## src/rtl/tea_pkg.sv

```systemverilog
// ----------------------------------------------------------------------------
// tea_pkg
// Types, constants and the round mixing function shared by the block cipher.
// ----------------------------------------------------------------------------
package tea_pkg;

    localparam int          TEA_ROUNDS   = 16;
    localparam int          TEA_WORD_W   = 32;
    localparam int          TEA_CFG_IDX_W = 3;
    localparam logic [31:0] TEA_DELTA    = 32'h9E37_79B9;

    // configuration register indexes
    localparam logic [TEA_CFG_IDX_W-1:0] CFG_KEY_WORD_0 = 3'd0;
    localparam logic [TEA_CFG_IDX_W-1:0] CFG_KEY_WORD_1 = 3'd1;
    localparam logic [TEA_CFG_IDX_W-1:0] CFG_KEY_WORD_2 = 3'd2;
    localparam logic [TEA_CFG_IDX_W-1:0] CFG_KEY_WORD_3 = 3'd3;

    // opcodes
    localparam logic OP_ENCRYPT = 1'b0;
    localparam logic OP_DECRYPT = 1'b1;

    typedef struct packed {
        logic        opcode;
        logic [31:0] left;
        logic [31:0] right;
    } t_tea_data;

    typedef struct packed {
        logic [31:0] k0;
        logic [31:0] k1;
        logic [31:0] k2;
        logic [31:0] k3;
    } t_tea_key;

    function automatic logic [31:0] tea_mix(
        input logic [31:0] x,
        input logic [31:0] sum,
        input logic [31:0] ka,
        input logic [31:0] kb
    );
        tea_mix = ((x << 4) + ka) ^ (x + sum) ^ ((x >> 5) + kb);
    endfunction

endpackage

```

## src/rtl/tea_cell.sv

```systemverilog
// ----------------------------------------------------------------------------
// tea_cell
// One half round of the cipher: updates one block word and hands the block
// to the next cell, with a local valid bit and a ready chain for stalls.
// ----------------------------------------------------------------------------
module tea_cell #(
    parameter int ROUNDS = tea_pkg::TEA_ROUNDS,
    parameter int STAGE  = 0
) (
    input  logic               i_clk,
    input  logic               i_rst_n,
    input  tea_pkg::t_tea_key  i_key,
    input  logic               i_valid,
    input  tea_pkg::t_tea_data i_data,
    output logic               o_ready,
    output logic               o_valid,
    output tea_pkg::t_tea_data o_data,
    input  logic               i_ready
);
    import tea_pkg::*;

    localparam int          ROUND    = STAGE / 2;
    localparam bit          HALF     = (STAGE % 2) != 0;
    localparam logic [63:0] ENC_PROD = 64'(ROUND + 1) * 64'(TEA_DELTA);
    localparam logic [63:0] DEC_PROD = 64'(ROUNDS - ROUND) * 64'(TEA_DELTA);
    localparam logic [31:0] ENC_SUM  = ENC_PROD[31:0];
    localparam logic [31:0] DEC_SUM  = DEC_PROD[31:0];

    logic        r_valid;
    t_tea_data   r_data;
    t_tea_data   n_data;
    logic        upd_left;
    logic [31:0] src;
    logic [31:0] dst;
    logic [31:0] sum;
    logic [31:0] ka;
    logic [31:0] kb;
    logic [31:0] mixed;
    logic [31:0] res;

    // encrypt first half and decrypt second half work on the left word
    always_comb begin
        upd_left = (!HALF) ^ (i_data.opcode == OP_DECRYPT);
        src      = upd_left ? i_data.right : i_data.left;
        dst      = upd_left ? i_data.left  : i_data.right;
        ka       = upd_left ? i_key.k0 : i_key.k2;
        kb       = upd_left ? i_key.k1 : i_key.k3;
        sum      = (i_data.opcode == OP_DECRYPT) ? DEC_SUM : ENC_SUM;
        mixed    = tea_mix(src, sum, ka, kb);
        res      = (i_data.opcode == OP_DECRYPT) ? (dst - mixed) : (dst + mixed);
        n_data   = i_data;
        if (upd_left) begin
            n_data.left = res;
        end else begin
            n_data.right = res;
        end
    end

    assign o_ready = !r_valid || i_ready;

    always_ff @(posedge i_clk) begin
        if (!i_rst_n) begin
            r_valid <= 1'b0;
        end else if (o_ready) begin
            r_valid <= i_valid;
        end
    end

    always_ff @(posedge i_clk) begin
        if (o_ready && i_valid) begin
            r_data <= n_data;
        end
    end

    assign o_valid = r_valid;
    assign o_data  = r_data;

endmodule

```

## config.mk

```make
export PLATFORM = sky130hd
export DESIGN_NAME = tea_cell
export DESIGN_NICKNAME = d
export VERILOG_FILES = /design/src/rtl/tea_pkg.sv /design/src/rtl/tea_cell.sv
export SDC_FILE = /design/constraint.sdc
export NUM_CORES = 1
export LEC_CHECK = 0
export BUFFER_PORTS_ARGS = -buffer_cell sky130_fd_sc_hd__clkbuf_2
export CAP_MARGIN = 15
export CORE_ASPECT_RATIO = 0.75
export CORE_MARGIN = 2
export CORE_UTILIZATION = 56
export DETAILED_ROUTE_END_ITERATION = 16
export PLACE_DENSITY_LB_ADDON = 0.1
export SLEW_MARGIN = 5
export SYNTH_ARGS = -nofsm -noshare
export SYNTH_HDL_FRONTEND = slang
export SYNTH_SLANG_ARGS = --single-unit
```

## constraint.sdc

```tcl
create_clock -name i_clk -period 13.1 [get_ports i_clk]
set_clock_uncertainty 0.05 [all_clocks]
set_input_delay 3.93 -clock i_clk [delete_from_list [all_inputs] [get_ports i_clk]]
set_output_delay 3.93 -clock i_clk [all_outputs]
set_load 0.01 [all_outputs]
```

# [Word level (Yosys, flattened, before mapping)]
# Cells that the tools add are included.
[word_totals] regBits=66 input_bits=197 out_inout_bits=67
[op_classes] n_mux=8 reduce_logical=3 n_bitwise=2 add_sub_neg=5
[ops] cell="$mux W32" count=7
[ops] cell="$add A32 B32 Y32" count=3
[ops] cell="$xor A32 B32 Y32" count=2
[ops] cell="$add A27 B32 Y32" count=1
[ops] cell="$sub A32 B32 Y32" count=1
[ops] cell="$mux W31" count=1
[ops] cell="$logic_and A1 B1 Y1" count=1
[ops] cell="$logic_not A1 Y1" count=1
[ops] cell="$logic_or A1 B1 Y1" count=1

# [Logic depth before layout (Yosys ltp)]
# Gate-level depths: netlist (run 1).
[logic_depth] word_depth=7 depth_mapped=38 ltp_nobuf=29

# [Worst setup path before layout (run 1)]
# Ideal clock, no wire load.
[synth_path] path_kind="in2reg" startpoint="in i_data[64] (netlist name)" endpoint="reg r_data (netlist bit o_data[63]), data pin" t_required_ns=12.789 cell_stages=35 slack_ns=0.980 t_arrival_ns=11.809 path_cell_list="buf_6 buf_6 buf_6 buf_4 buf_4 clkbuf_1 buf_1 clkbuf_1 clkbuf_1 clkbuf_1 o21ai_0 ha_1 fa_1 a211oi_1 o21ai_1 a2111o_1 nor4bb_1 o31a_1 a31oi_1 xnor2_1 nor4bb_1 nand2_1 and4b_1 nor2_1 xnor2_1 ha_1 a211oi_1 nand3_1 o21ai_0 o21ai_0 a21o_1 a31oi_1 xnor3_1 o311a_1 a221o_1"
[synth_lines] element="from (decl)" line="tea_cell.sv:14" source="input tea_pkg::t_tea_data i_data,"
[synth_lines] element="to (signal assigned)" line="tea_cell.sv:71" source="r_data <= n_data;"
[synth_lines] element="to (decl)" line="tea_cell.sv:30" source="t_tea_data r_data;"

==> flow_summary.ini, run 1 <==
[clock_network]
htreeDepth = 3
root_buffer = clkbuf_16
cts_buffers = 9
post_cts_buffers = 0
cts_tree = done
clk_pin_slew_ns = 0.06
cts.sinks = 66
clk_path_buf_depth = 2
post_cts_resized = 0
hold_buffers = 0
clk_latency_ns = 0.33

[logic_synthesis]
async_flop_share = 0
syn_avg_cell_area_um2 = 8.335
synth_common_cells = 144 x xnor2_1, 111 x a21oi_1, 105 x nand2_1, 104 x o21ai_0, 94 x ha_1
synth_area_leaders = edfxtp_1 18%, xnor2_1 11%, ha_1 11%, mux2_2 9.1%, a21oi_1 5.0%
synth.most_common_cell = xnor2_1
synth_nets = 1615
synth_cells = 1321
synth_seq_cells = 66
yosysTopAreaCell = edfxtp_1
syn_area_um2 = 11010
yosysUniqueCellTypes = 85
synth_edf_count = 65
ys_seq_area_frac = 0.1791
yosysWarningCount = 0
synth-main-ff-cell = edfxtp_1
synth_top_cell_area_share = 0.1773

[power]
total_leakage_power_nw = 5.696
p_per_area_nw_per_um2 = 184.5
max-vdd-ir-drop_uv = 151.2
power_mw = 2.362

[die]
core-area_um2 = 19320
start_util = 0.5698
io_pins = 264
die-height_um = 125.4
rows = 44
die_width_um = 165.9
die_area_um2 = 20810

[critical_path]
r2r-end = o_data[40]
critPathMaxStageDelay_ns = 0.59
path_buf_inv = 1
endpoint_kind = flop
path_class = input port to flop
crit_arrival_ns = 11.84
rr_startpoint = o_valid
reg2reg_slack_ns = 11.46
critPathLaunchType = input port
path_max_fanout = 106
critPathSlowestCell = o21ai_0
cp_common_cell = o21ai_0
r2r_cells = 3
required_ns = 13.13
cp_top_family = compound AO/OA/AOI/OAI gates

[timing]
hold_violations = 0
finalSetupViolCount = 0
fmax_mhz = 84.66
maxSlewHeadroom = 0.2295
post-route-min-period_ns = 11.81
grt_setup_unrepaired = no
post-route-period-util = 0.9017
maxSlewViolCount = 0
setup_tns_ns = 0
worst_pin_slew_ns = 1.144

[route]
antenna_left = 0
firstDrtPassIters = 7
drt_iter0_markers = 1546
wirelength_um = 34900
via_count = 11150
wire_per_inst_um = 19.25
drc = 0
post_drt_via_cell_ratio = 6.149

[global_routing]
overflow = 0
grt_antenna_before_repair = 0
grt_max_degree = 107
grt_pass1_wl_um = 54630
grt_pass1_vias = 9964
grt.total_usage = 0.3268

[run]
drv_cap = 0

[outcome]
status = finished clean

[worst_hold_path]
min_from = o_valid
whs_path_depth = 2
hold_end = o_valid
hold_class = flop to flop

[place]
io_buffer_count = 263
placed_area_um2 = 12500
gp_congestion = 0.9681
place_hpwl_um = 28680

[finish]
drive_gt1_frac = 0.2526
n_antenna_cell = 0
final_area_um2 = 12800
area_growth_syn_to_layout_pct = 16.26
fillers = 1656
layout.nets = 1851
==> through the flow <==
stage / hold WS [ns] / worst slack, ns / instances / utilization
detailed placement: 0.4874 / 1.172 / 1799 / 0.6470
floorplan: 0.5596 / 0.9803 / 1321 / -
global placement: 0.4673 / 1.386 / 1799 / 0.6470
CTS: 0.4947 / 1.509 / 1813 / 0.6625
finish: 0.4883 / 1.288 / 1813 / 0.6625
global route: 0.5383 / 0.6813 / 1813 / 0.6625
==> where the power goes <==
group	internal, mW	switching, mW
Sequential	0.360	0.0221
Clock	0.163	0.0818
Combinational	0.723	1.01
Total	1.25	1.12
==> tightest hold or removal path, delay by kind of cell, from the launching register on <==
kind               cells  cell delay (ns)
AOI/OAI and AO/OA      1             0.09
DFF                    1             0.31
and+or+nand+nor        1             0.09
==> state kept, by name, indices dropped and copies added (netlist names) <==
name,cells
o_data,65
o_valid,1
==> logic make-up after synthesis <==
kind of cell | share of synthesized area
AOI/OAI and AO/OA | 0.2369
xor gates and xnor gates | 0.1678
muxes | 0.1100
and+or+nand+nor | 0.1581
DFF | 0.1791
adders and majority gates | 0.1123
buffers and inverters | 0.03579
==> routing by layer <==
metal	track usage	part of all wire	up-vias
li1	-	-	5388
met1	0.5396	0.50	5106
met2	0.4179	0.36	630
met3	0.08325	0.12	25
met4	0.05013	0.0092	0
met5	0	0	-
==> worst max path at each step <==
stage	from	endpoint	slack, ns	cells past startpoint
3_3_place_gp	i_data[64]	o_data[63]	1.39	26
2_1_floorplan	i_data[64]	o_data[63]	0.98	35
6_report	i_data[64]	o_data[63]	1.29	26
5_1_grt	i_data[64]	o_data[63]	0.68	26
3_5_place_dp	i_data[64]	o_data[63]	1.17	26
4_1_cts	i_data[64]	o_data[63]	1.51	26
==> placed cells by master (no fill, tap or decap), types with 24 or more instances in the layout <==
master,n
xor2_1,49
inv_1,46
clkbuf_2,262
nand2_1,105
nor3_1,24
a21oi_1,111
mux2_2,89
o21ai_0,104
a21o_1,37
nor2_1,80
xnor2_1,144
edfxtp_1,65
ha_1,94
==> area by class of cell <==
| type | instances | area, um^2 | share of cell area |
|---|---|---|---|
| repair buffers | 272 | 1393 | 0.1088 |
| inverters | 47 | 176.4 | 0.01378 |
| clock inverters | 4 | 68.82 | 0.005376 |
| multi-input cells | 1161 | 8646 | 0.6754 |
| flip-flops and latches | 66 | 1972 | 0.1540 |
| well taps | 253 | 316.6 | 0.02473 |
| clock buffers | 10 | 229.0 | 0.01789 |
Power figures use the tool's default switching activity.
==> inputs of run 2 (changes only) <==
CORE_UTILIZATION = 57   (was 56)
CTS_BUF_LIST = sky130_fd_sc_hd__clkbuf_8   (was unset)
==> run 2 against run 1 <==
Global-route usage up 0.45 points. Setup slack improved by 0.11 ns. First-iteration DRC count is 3.7% higher. Core utilization up 1.8 points. Sequential power is essentially flat. Sequential share of layout area grew 0.066 points. Critical path type unchanged. Final cell count shrank 0.17%. Die area fell by 1.7%. Worst hold slack worse by 0.00074 ns.
==> flow_summary.ini, run 2 (synthesis results as in run 1) <==
[power]
total_leakage_power_nw = 5.676
max-vdd-ir-drop_uv = 129.8
power_mw = 2.332
p_per_area_nw_per_um2 = 182.9

[clock_network]
root_buffer = clkbuf_8
cts.sinks = 66
hold_buffers = 0
post_cts_buffers = 0
htreeDepth = 3
post_cts_resized = 0
cts_tree = done
cts_buffers = 9
clk_pin_slew_ns = 0.08
clk_latency_ns = 0.34
clk_path_buf_depth = 2

[global_routing]
grt_pass1_vias = 9892
grt_max_degree = 96
grt.total_usage = 0.3313
grt_antenna_before_repair = 0
grt_pass1_wl_um = 53620
overflow = 0

[place]
dp_slack_ns = 1.210
gp_congestion = 0.9922
placed_area_um2 = 12500
io_buffer_count = 263
place_hpwl_um = 28890
dp.cells = 1794

[finish]
final_area_um2 = 12750
final_common_cell = clkbuf_2
area_growth_syn_to_layout_pct = 15.76
n_antenna_cell = 0
fin_cells = 1810
largest_reg_flops = 65
multi_input_area_um2 = 8646
layout.nets = 1852
fin_util = 0.6808
fillers = 1638
regArea_um2 = 1972
drive_gt1_frac = 0.2546
layout_common_cells = 262 x clkbuf_2, 144 x xnor2_1, 111 x a21oi_1

[die]
core-area_um2 = 18720
start_util = 0.5881
rows = 43
die_width_um = 164.5
die-height_um = 124.4
io_pins = 264
die_area_um2 = 20460

[timing]
finalWorstSetupSlack_ns = 1.395
maxSlewHeadroom = 0.2175
worst_pin_slew_ns = 1.162
post-route-min-period_ns = 11.70
fmax_mhz = 85.44
maxSlewViolCount = 0
post-route-period-util = 0.8935
setup_tns_ns = 0
finalSetupViolCount = 0
grt_setup_unrepaired = no
whs_ns = 0.4875
hold_violations = 0

[route]
via_count = 11240
drc = 0
firstDrtPassIters = 8
antenna_left = 0
wire_per_inst_um = 19.24
wirelength_um = 34830
drt_iter0_markers = 1603
post_drt_via_cell_ratio = 6.209

[critical_path]
critPathLaunchType = input port
required_ns = 13.16
path_class = input port to flop
crit_arrival_ns = 11.76
reg2reg_slack_ns = 11.48
endpoint_kind = flop
path_max_fanout = 95
critPathMaxStageDelay_ns = 0.60
critPathSlowestCell = nor4bb_1

[worst_hold_path]
hold_class = flop to flop

[outcome]
status = finished clean

[run]
drv_cap = 0
## run 2: changes by cell type in the layout (fill, tap and decap cells not counted)
cell / change
clkbuf_16: -9
clkbuf_8: +9
clkinvlp_4: +1
clkinv_2: -1
inv_1: +1
buf_4: +1
clkinv_4: +2
clkinv_1: -1
bufinv_16: +1
clkbuf_1: -1
## run 2: metal layers
metal | up-vias | track usage | wire length (um) | share of wire
li1 | 5394 | - | - | -
met3 | 26 | 0.04429 | 4507 | 0.13
met5 | - | 0 | 0 | 0
met1 | 5125 | 0.5739 | 17150 | 0.49
met4 | 0 | 0.03376 | 292 | 0.0084
met2 | 694 | 0.4310 | 12880 | 0.37
## run 2: path summary, 6_finish.rpt
kind	start	end	depth (start not counted)
max	i_data[64]	o_data[63]	26
max reg2reg	o_valid	o_data[38]	3
min	o_valid	o_valid	2
min reg2reg	o_valid	o_valid	2
## run 2: final cells by class
type,count,area share
clock inverters,7,0.009326
well taps,247,0.02425
multi-input cells,1161,0.6783
clock buffers,9,0.009718
inverters,47,0.01384
flip-flops and latches,66,0.1547
repair buffers,273,0.1098
## run 2: worst max-delay path: cells and delay by family
| kind | cells | cell delay [ns] |
|---|---|---|
| AOI/OAI and AO/OA | 12 | 3.23 |
| and+or+nand+nor | 6 | 1.44 |
| buffers and inverters | 2 | 1.04 |
| adders and majority gates | 2 | 0.85 |
| xor gates and xnor gates | 3 | 0.80 |
| muxes | 1 | 0.43 |
## run 2: power by group
| group | internal, mW | leakage (nW) | switching, mW |
|---|---|---|---|
| Combinational | 0.724 | 4.91 | 1.02 |
| Sequential | 0.359 | 0.642 | 0.0221 |
| Clock | 0.126 | 0.121 | 0.0820 |
==> inputs of run 3 (changes only) <==
CORE_ASPECT_RATIO = 0.7   (was 0.75)
==> run 3 against run 2 <==
Design area is 0.75% lower. Final cell count is 0.33% lower. First-iteration DRC count is 3.2% higher. Via count is 0.47% lower. Core utilization is 1.2 points lower. Flip-flop and latch count stayed put. Critical path depth stayed put. Total power is 3.1% lower.
==> flow_summary.ini, run 3 (synthesis results as in run 1) <==
[timing]
maxSlewHeadroom = 0.2975
whs_ns = 0.4830
finalWorstSetupSlack_ns = 1.472
post-route-period-util = 0.8877
finalSetupViolCount = 0
setup_tns_ns = 0
grt_setup_unrepaired = no
hold_violations = 0
worst_pin_slew_ns = 1.043
maxSlewViolCount = 0
post-route-min-period_ns = 11.63
fmax_mhz = 86.00

[critical_path]
critPathLaunchType = input port
endpoint_kind = flop
critPathMaxStageDelay_ns = 0.57
r2r_cells = 3
crit_arrival_ns = 11.68
path_class = input port to flop
required_ns = 13.16
r2r-end = o_data[8]
critPathSlowestCell = clkbuf_8
cp_common_cell = o21ai_0
rr_startpoint = o_valid
cp_top_family = compound AO/OA/AOI/OAI gates
path_buf_inv = 1
reg2reg_slack_ns = 11.44
path_max_fanout = 125

[clock_network]
post_cts_buffers = 0
cts_buffers = 9
htreeDepth = 3
clk_pin_slew_ns = 0.08
cts_tree = done
hold_buffers = 0
post_cts_resized = 0
root_buffer = clkbuf_8
clk_path_buf_depth = 2
clk_latency_ns = 0.34
cts.sinks = 66

[finish]
area_growth_syn_to_layout_pct = 14.90
layout.nets = 1851
fin_util = 0.6687
drive_gt1_frac = 0.2535
n_antenna_cell = 0
final_area_um2 = 12650
largest_reg_flops = 65
final_common_cell = clkbuf_2
fin_cells = 1804
layout_common_cells = 262 x clkbuf_2, 144 x xnor2_1, 111 x a21oi_1

[die]
rows = 42
die-height_um = 120.3
die_area_um2 = 20460
io_pins = 264
core-area_um2 = 18920
die_width_um = 170.1
start_util = 0.5820

[route]
drt_iter0_markers = 1654
firstDrtPassIters = 6
wire_per_inst_um = 19.41
antenna_left = 0
drc = 0
post_drt_via_cell_ratio = 6.201
wirelength_um = 35020
via_count = 11190

[worst_hold_path]
min_from = o_valid
hold_class = flop to flop
hold_end = o_valid
whs_path_depth = 2

[power]
max-vdd-ir-drop_uv = 78.52
total_leakage_power_nw = 5.634
power_mw = 2.259
p_per_area_nw_per_um2 = 178.6

[global_routing]
grt_pass1_vias = 9714
grt_antenna_before_repair = 0
grt_pass1_wl_um = 53450
grt_max_degree = 126
grt.total_usage = 0.3357
overflow = 0

[place]
placed_area_um2 = 12490
io_buffer_count = 263
dp_slack_ns = 1.251
dp.cells = 1788
place_hpwl_um = 29140
gp_congestion = 0.9814

[outcome]
status = finished clean

[run]
drv_cap = 0
[run 3: worst max path at each step]
stage,start,end,slack (ns),cells past startpoint
finish,i_data[64],o_data[63],1.47,26
detailed placement,i_data[64],o_data[63],1.25,26
global route,i_data[64],o_data[63],1.05,27
CTS,i_data[64],o_data[63],1.62,26
global placement,i_data[64],o_data[63],1.40,26
floorplan,i_data[64],o_data[63],0.98,35
[run 3: worst reg2reg max path, stage by stage (launching register included)]
cell	delay [ns]
dfxtp_1	0.31
nand2b_1	0.09
and2_2	0.14
buf_4	0.64
[run 3: area by class of cell]
class                      count  area [um^2]
sequential                    66         1972
fill                        1670         6267
clock buffer                   9        123.9
inverter                      47        176.4
multi-input combinational   1161         8646
clock inverter                 7        37.54
timing repair buffer         272         1393
tap                          242        302.8
[run 3: layer usage]
metal | wire (um) | vias to the layer above | global-route usage | share of wire
li1 | - | 5389 | - | -
met1 | 17690 | 5100 | 0.5732 | 0.51
met2 | 12380 | 668 | 0.4172 | 0.35
met3 | 4591 | 29 | 0.07005 | 0.13
met4 | 352 | 0 | 0.04915 | 0.010
met5 | 0 | - | 0 | 0
[run 3: power breakdown]
part	switching [mW]	internal [mW]
logic	1.01	0.723
clock network	0.0791	0.0662
registers	0.0203	0.359
total	1.11	1.15
